--- config.mk ---
export PLATFORM = sky130hd
export DESIGN_NAME = evi_merge
export DESIGN_NICKNAME = d
export VERILOG_FILES = /design/src/sv/eased_vector_interpolator_core_assert.svh /design/src/sv/evi_pkg.sv /design/src/sv/evi_merge.sv
export SDC_FILE = /design/constraint.sdc
export NUM_CORES = 2
export LEC_CHECK = 0
export BUFFER_PORTS_ARGS = -buffer_cell sky130_fd_sc_hd__buf_2
export CAP_MARGIN = 20
export CORE_AREA = 2 2 357 359
export DETAILED_ROUTE_END_ITERATION = 10
export DIE_AREA = 0 0 359 361
export PLACE_DENSITY = 0.67
export SYNTH_ARGS = -nofsm -noshare
export SYNTH_HDL_FRONTEND = slang
export SYNTH_SLANG_ARGS = --single-unit
--- constraint.sdc ---
create_clock -name i_clk -period 9 [get_ports i_clk]
set_clock_uncertainty 0.15 [all_clocks]
set_input_delay 1.35 -clock i_clk [delete_from_list [all_inputs] [get_ports i_clk]]
set_output_delay 1.35 -clock i_clk [all_outputs]
set_load 0.01 [all_outputs]
--- src/sv/eased_vector_interpolator_core_assert.svh ---
// assertion macros for the eased vector interpolator
// expects i_clk and i_rst_n in the module that uses them
`ifndef EASED_VECTOR_INTERPOLATOR_CORE_ASSERT_SVH
`define EASED_VECTOR_INTERPOLATOR_CORE_ASSERT_SVH

// same-cycle implication
`define EVI_ASSERT_IMP(label, ante, cons, msg) \
    label: assert property (@(posedge i_clk) disable iff (!i_rst_n) (ante) |-> (cons)) \
        else $error(msg);

// next-cycle implication
`define EVI_ASSERT_NXT(label, ante, cons, msg) \
    label: assert property (@(posedge i_clk) disable iff (!i_rst_n) (ante) |=> (cons)) \
        else $error(msg);

`endif

--- src/sv/evi_pkg.sv ---
// shared constants, types and the cosine easing table for the interpolator
// no dependencies
package evi_pkg;

    localparam int COS_DEPTH  = 256;
    localparam int COMPONENTS = 4;
    localparam int LANES      = 4;

    localparam int T_W     = 17;
    localparam int COORD_W = 32;
    localparam int GAIN_W  = 24;
    localparam int MODE_W  = 3;
    localparam int W_W     = 17;
    localparam int IDX_W   = $clog2(COS_DEPTH + 1);
    localparam int POS_W   = 16 + IDX_W;
    localparam int KH_W    = 17;
    localparam int KL_W    = 24;
    localparam int AD_W    = 33;
    localparam int M_W     = 50;
    localparam int SQ_W    = 2 * AD_W;
    localparam int PAIR_W  = SQ_W + 1;
    localparam int SUM_W   = SQ_W + 2;

    localparam int IN_DATA_W  = 280;
    localparam int OUT_DATA_W = 128;
    localparam int CUR_LSB    = T_W;
    localparam int TGT_LSB    = T_W + LANES * COORD_W;
    localparam int CFG_IDX_W  = 2;

    localparam logic [T_W-1:0]    ONE_Q16    = 17'h10000;
    localparam logic [63:0]       PI_Q30     = 64'd3373259426;
    localparam logic [MODE_W-1:0] MODE_RESET = 3'd3;
    localparam logic [GAIN_W-1:0] GAIN_RESET = 24'd128000;

    typedef enum logic [MODE_W-1:0] {
        EASE_LINEAR     = 3'd0,
        EASE_COSINE     = 3'd1,
        EASE_SQUARE     = 3'd2,
        EASE_SMOOTH     = 3'd3,
        EASE_INV_SQUARE = 3'd4
    } t_ease_mode;

    typedef enum logic [CFG_IDX_W-1:0] {
        CFG_EASE_MODE = 2'd0,
        CFG_STEP_GAIN = 2'd1
    } t_cfg_index;

    typedef struct packed {
        logic [KH_W-1:0] kh;
        logic [KL_W-1:0] kl;
    } t_gain;

    typedef struct packed {
        logic signed [COORD_W-1:0] res;
        logic signed [COORD_W-1:0] tgt;
        logic [SQ_W-1:0]           osq;
        logic [SQ_W-1:0]           nsq;
    } t_lane_out;

    typedef logic [W_W-1:0] t_cos_table [0:COS_DEPTH];

    // sin^2 ramp entry by fixed-point taylor series in q2.30
    function automatic logic [W_W-1:0] cos_entry(input logic [63:0] i);
        logic [63:0] u;
        logic [63:0] term;
        logic [63:0] s;
        logic [63:0] e;
        u    = (PI_Q30 * i) / (2 * COS_DEPTH);
        term = u;
        s    = u;
        for (int k = 1; k <= 6; k++) begin
            term = (term * u) >> 30;
            term = (term * u) >> 30;
            case (k)
                1:       term = term / 6;
                2:       term = term / 20;
                3:       term = term / 42;
                4:       term = term / 72;
                5:       term = term / 110;
                default: term = term / 156;
            endcase
            if (k % 2 == 1) begin
                s = (s > term) ? s - term : 64'd0;
            end else begin
                s = s + term;
            end
        end
        e = (s * s + (64'd1 << 43)) >> 44;
        return (e > 64'(ONE_Q16)) ? ONE_Q16 : W_W'(e);
    endfunction

    function automatic t_cos_table cos_table_build();
        t_cos_table tbl;
        for (int i = 0; i <= COS_DEPTH; i++) begin
            tbl[i] = cos_entry(64'(i));
        end
        return tbl;
    endfunction

    localparam t_cos_table COS_TABLE = cos_table_build();

endpackage

--- src/sv/evi_merge.sv ---
// merges the lanes: summed squared distances, overshoot compare, output register
// depends on evi_pkg; lane results come from evi_lane
module evi_merge (
    input  logic                                 i_clk,
    input  logic                                 i_en,
    input  evi_pkg::t_lane_out                   i_lane [evi_pkg::LANES],
    output logic [evi_pkg::OUT_DATA_W-1:0]       o_data,
    output logic                                 o_snap
);

    logic [evi_pkg::PAIR_W-1:0]                      r11_o01, r11_o23, r11_n01, r11_n23;
    logic [evi_pkg::LANES-1:0][evi_pkg::COORD_W-1:0] r11_res, r11_tgt;
    logic [evi_pkg::SUM_W-1:0]                       r12_osum, r12_nsum;
    logic [evi_pkg::LANES-1:0][evi_pkg::COORD_W-1:0] r12_res, r12_tgt;
    logic [evi_pkg::OUT_DATA_W-1:0]                  r13_data;
    logic                                            r13_snap;

    logic [evi_pkg::LANES-1:0][evi_pkg::SQ_W-1:0]    n11_osq, n11_nsq;
    logic [evi_pkg::LANES-1:0][evi_pkg::COORD_W-1:0] n11_res, n11_tgt;
    logic                                            n13_snap;

    // components past the configured count stay on target and skip the distances
    always_comb begin
        for (int c = 0; c < evi_pkg::LANES; c++) begin
            n11_tgt[c] = i_lane[c].tgt;
            if (c < evi_pkg::COMPONENTS) begin
                n11_osq[c] = i_lane[c].osq;
                n11_nsq[c] = i_lane[c].nsq;
                n11_res[c] = i_lane[c].res;
            end else begin
                n11_osq[c] = '0;
                n11_nsq[c] = '0;
                n11_res[c] = i_lane[c].tgt;
            end
        end
        n13_snap = r12_nsum > r12_osum;
    end

    always_ff @(posedge i_clk) begin
        if (i_en) begin
            r11_o01  <= evi_pkg::PAIR_W'(n11_osq[0]) + evi_pkg::PAIR_W'(n11_osq[1]);
            r11_o23  <= evi_pkg::PAIR_W'(n11_osq[2]) + evi_pkg::PAIR_W'(n11_osq[3]);
            r11_n01  <= evi_pkg::PAIR_W'(n11_nsq[0]) + evi_pkg::PAIR_W'(n11_nsq[1]);
            r11_n23  <= evi_pkg::PAIR_W'(n11_nsq[2]) + evi_pkg::PAIR_W'(n11_nsq[3]);
            r11_res  <= n11_res;
            r11_tgt  <= n11_tgt;

            r12_osum <= evi_pkg::SUM_W'(r11_o01) + evi_pkg::SUM_W'(r11_o23);
            r12_nsum <= evi_pkg::SUM_W'(r11_n01) + evi_pkg::SUM_W'(r11_n23);
            r12_res  <= r11_res;
            r12_tgt  <= r11_tgt;

            r13_data <= n13_snap ? r12_tgt : r12_res;
            r13_snap <= n13_snap;
        end
    end

    assign o_data = r13_data;
    assign o_snap = r13_snap;

endmodule

# == After elaboration in Yosys (flattened, before gate mapping) ==
# Index checks and enable logic that the tools add are counted.
# totals
ff_bits,1045
inputBits,786
out_inout_bits,129
# op_classes
n_addsub,6
n_lt_le_gt_ge,1
n_mux,1
# op_table
cell,count
66-bit by 66-bit adder with 67-bit output,4
67-bit by 67-bit adder with 68-bit output,2
128-bit two-way mux,1
68-bit > comparator,1

# == Logic depth before layout (Yosys ltp) ==
# logic_depth
depth_word,2
mapped_depth,14
mapped_depth_nobuf,13

# == Worst setup path before layout ==
# Ideal clock, no wire load.
# synth_path
kind,input port to flip-flop
start,in i_lane[66] (netlist bit)
end,reg r11_o23[62] (netlist bit) (data pin)
setup_time_ps,260
arrival_time_ps,4159
t_required_ps,8590
setup_slack_ps,4431
stages,13
path_buffers,0
cell_sequence,ha_1 inv_1 fa_1 nand2b_1 a21o_1 o21ai_0 a21oi_1 o31a_1 o31ai_1 a21oi_1 o21a_1 o31a_1 xnor2_1
# synth_between
elab_chain_len,1
# synth_rtl
item,line,source
start: declaration,evi_merge.sv:6,"input evi_pkg::t_lane_out i_lane [evi_pkg::LANES],"
66-bit by 66-bit adder with 67-bit output,evi_merge.sv:42,r11_o23 <= evi_pkg::PAIR_W'(n11_osq[2]) + evi_pkg::PAIR_W'(n11_osq[3]);
end signal: assignment,evi_merge.sv:42,
end: declaration,evi_merge.sv:11,"logic [evi_pkg::PAIR_W-1:0] r11_o01, r11_o23, r11_n01, r11_n23;"
# No other way between the ends.
# A chain may end at the register's enable or synchronous reset.

# == Final worst setup path ==
# layout_path
start,in i_lane[404] (netlist bit)
end,reg r11_n01[59] (netlist bit) (data pin)
# layout_between
elab_chain_len,1
# layout_rtl
item,line,source
66-bit by 66-bit adder with 67-bit output,evi_merge.sv:43,r11_n01 <= evi_pkg::PAIR_W'(n11_nsq[0]) + evi_pkg::PAIR_W'(n11_nsq[1]);
end signal: assignment,evi_merge.sv:43,
end: declaration,evi_merge.sv:11,
# No other way between the ends.

==> impl_metrics.tcl <==
set metrics [dict create \
    gr-max-usage-layer "met2" \
    synth_flop_cell "edfxtp_1" \
    cp.required_ps 9280 \
    syn_to_final_growth_pct 17.33 \
    fmax_mhz 201.3 \
    start_util_pct 45.86 \
    postCtsHoldBufs 0 \
    boundaryPins 915 \
    die_area_mm2 0.1296 \
    netlist-cell-type-count 80 \
    syn_inst 4833 \
    fillers 10920 \
    drtAntennaViolNets 0 \
    worst_setup_path_start_kind "input pin" \
    coreArea_mm2 0.1254 \
    clock_path_buffers 3 \
    synth_top_family_by_area "compound AO/OA/AOI/OAI gates" \
    status "completed" \
    grt_pass1_vias 40900 \
    p_per_area_mw_per_mm2 239.1 \
    ctsRootBufferMaster "clkbuf_16" \
    ys_top_cells_by_area "edfxtp_1 (55%), ha_1 (10%), a21oi_1 (4.3%), a21o_1 (3.4%), xnor2_1 (3.2%)" \
    ys_seq_elements 1045 \
    tns_ps 0 \
    leakage_nw 27.90 \
    fp.dieW_um 359 \
    synth.net_count 6091 \
    synthArstFlopShare_pct 0 \
    nNetsFinal 6976 \
    rows 130 \
    grt_usage_pct 24.83 \
    synth.cells.most_frequent "edfxtp_1 (1,045), a21oi_1 (497), ha_1 (466), nand2_1 (305), a21o_1 (262)" \
    first_pass_iters 6 \
    use_met3_pct 4.708 \
    yosysMostFrequentCell "edfxtp_1" \
    numCtsBuffers 107 \
    cap_violations 0 \
    grt_start_max_net_pins 198 \
    report.final.setup_viol 0 \
    antenna_found_initial 44 \
    vias 42670 \
    synth_area_mm2 0.05751 \
    met2_usage_pct 43.02 \
    peakVddDrop_mv 0.1606 \
    synthAdderAreaFrac_pct 10.35 \
    max_slew_margin_pct 19.61 \
    dp_slack_ps 3391 \
    yosysWarnings 0 \
    path_clk_slew_ps 60 \
    synth_area_leader_cell "edfxtp_1" \
    cp.arrival_ps 5250 \
    cts.sinks 1045 \
    crit_path_end_kind "flip-flop" \
    dp_hpwl_um 132500 \
    synth_compound_area_share_pct 16.23 \
    synthSimpleGateAreaFrac_pct 8.463 \
    insertion_delay_ps 710 \
    finalCriticalPeriod_ps 4968 \
    wl_um 167400 \
    worstHoldPathType "flip-flop to flip-flop" \
    drc 0 \
    dieHeight_um 361 \
    viasPerCell 5.701 \
    post_cts_resize_count 0 \
    critPathKind "input pin to flip-flop" \
    drt_iter0_drc 4107 \
    cts-htree-levels 3 \
    cp_max_fo 7 \
    gp_congestion 0.9283 \
    tightestPinTransition_ps 1206 \
    synth_seq_area_share_pct 54.56 \
    grt_overflow 0 \
    setup_ws_ps 4032 \
    postCtsSetupBuffers 0 \
    wl_per_cell_um 22.37 \
    seq_area_mm2 0.03138 \
    synthMuxAreaShare_pct 2.541 \
    multi_input_area_mm2 0.02484 \
    synth_edf_count 1045 \
    min_period_over_period_pct 55.20 \
    io_buffers 914 \
    netlist.area_leader.share_pct 54.56 \
    synth_xor_area_share_pct 5.589 \
    grt_pass1_wl_um 246700 \
    cts_tree "built" \
    rsz0062_at_grt "false" \
    synth.avg_cell_area_um2 11.90 \
    drive_above_1_share_pct 21.54 \
    met1_usage_pct 31.58 \
    finalHoldViolations 0 \
    maxSlewViolCount 0 \
    total_power_mw 16.14 \
]
-- final cells by class --
type | count | share of cell area [%]
Antenna cell | 26 | 0.09642
Clock buffer | 129 | 4.154
Clock inverter | 71 | 1.274
Inverter | 196 | 1.090
Multi-Input combinational cell | 3443 | 36.81
Sequential cell | 1045 | 46.51
Tap cell | 1650 | 3.060
Timing Repair Buffer | 925 | 7.009
-- per-stage QoR --
step / cell area [um2] / util, % / hold slack, ps / instances
floorplan: 57510 / - / 250.3 / 4833
global placement: 63750 / 50.83 / 250.2 / 7259
detailed placement: 63750 / 50.83 / 254.5 / 7259
CTS: 67410 / 53.75 / 258.4 / 7459
global route: 67440 / 53.78 / 268.2 / 7472
finish: 67480 / 53.81 / 255.6 / 7485
-- cells by family (layout without fill, tap and decap cells) --
kind of cell             count (synthesis)  count (layout)
AO/OA/AOI/OAI                         1462            1462
XOR/XNOR                               367             367
other                                    0              26
multiplexers                           130             130
adder cells (fa/ha/maj)                472             472
buffers and inverters                  345            1321
flip-flops                            1045            1045
AND/OR/NAND/NOR                       1012            1012
-- report_power, final --
group / internal (mW) / leakage [nW] / total [mW] / switching [mW]
registers: 6.43 / 10.2 / 6.70 / 0.276
logic: 1.98 / 15.9 / 4.82 / 2.84
clock network: 2.69 / 1.77 / 4.62 / 1.93
-- state kept, by name (all words and copies together) (netlist names) --
| name | cells |
|---|---|
| o_data | 128 |
| r11_res | 128 |
| r11_tgt | 128 |
| r12_res | 128 |
| r12_tgt | 128 |
| r12_nsum | 68 |
| r12_osum | 68 |
| r11_n01 | 67 |
| r11_n23 | 67 |
| r11_o01 | 67 |
| r11_o23 | 67 |
| o_snap | 1 |
-- routing by layer --
metal	vias up	part of all wire [%]	wire (um)
met2	1628	49	82050
li1	20250	-	-
met3	250	7.1	11970
met1	20520	41	68640
met5	-	0.078	131
met4	22	2.8	4618
-- cell usage in the layout (no fill, tap or decap), types with 32 or more instances in the layout --
cell type,count
edfxtp_1,1045
buf_2,913
a21oi_1,496
ha_1,466
nand2_1,305
a21o_1,262
o21ai_0,243
nor2_1,232
xnor2_1,213
inv_1,196
xor2_1,154
nand4_1,129
mux2_2,128
clkbuf_16,109
o21bai_1,84
nand3_1,83
nor3_1,62
o21a_1,56
a31oi_1,41
a211oi_1,37
nand2b_1,36
and3_1,34
o31ai_1,32
-- worst max-delay path, cell delays in order --
cell      delay [ps]
buf_2            100
ha_1             440
a21oi_1          200
o21ai_0          100
a21o_1           200
a221oi_1         850
nand3_1          530
a311oi_1         640
o31ai_1          190
a21boi_0         350
o21bai_1         120
xor2_1           160
-- final timing paths --
check / cells after the start / slack, ps / endpoint / from
hold / removal: 0 / 260 / r12_res[22] / r11_res[22]
setup / recovery: 12 / 4030 / r11_n01[59] / i_lane[404]
setup reg to reg: 12 / 4110 / o_data[86] / r12_nsum[8]
hold reg to reg: 0 / 260 / r12_res[22] / r11_res[22]
Power figures use the tool's default switching activity.
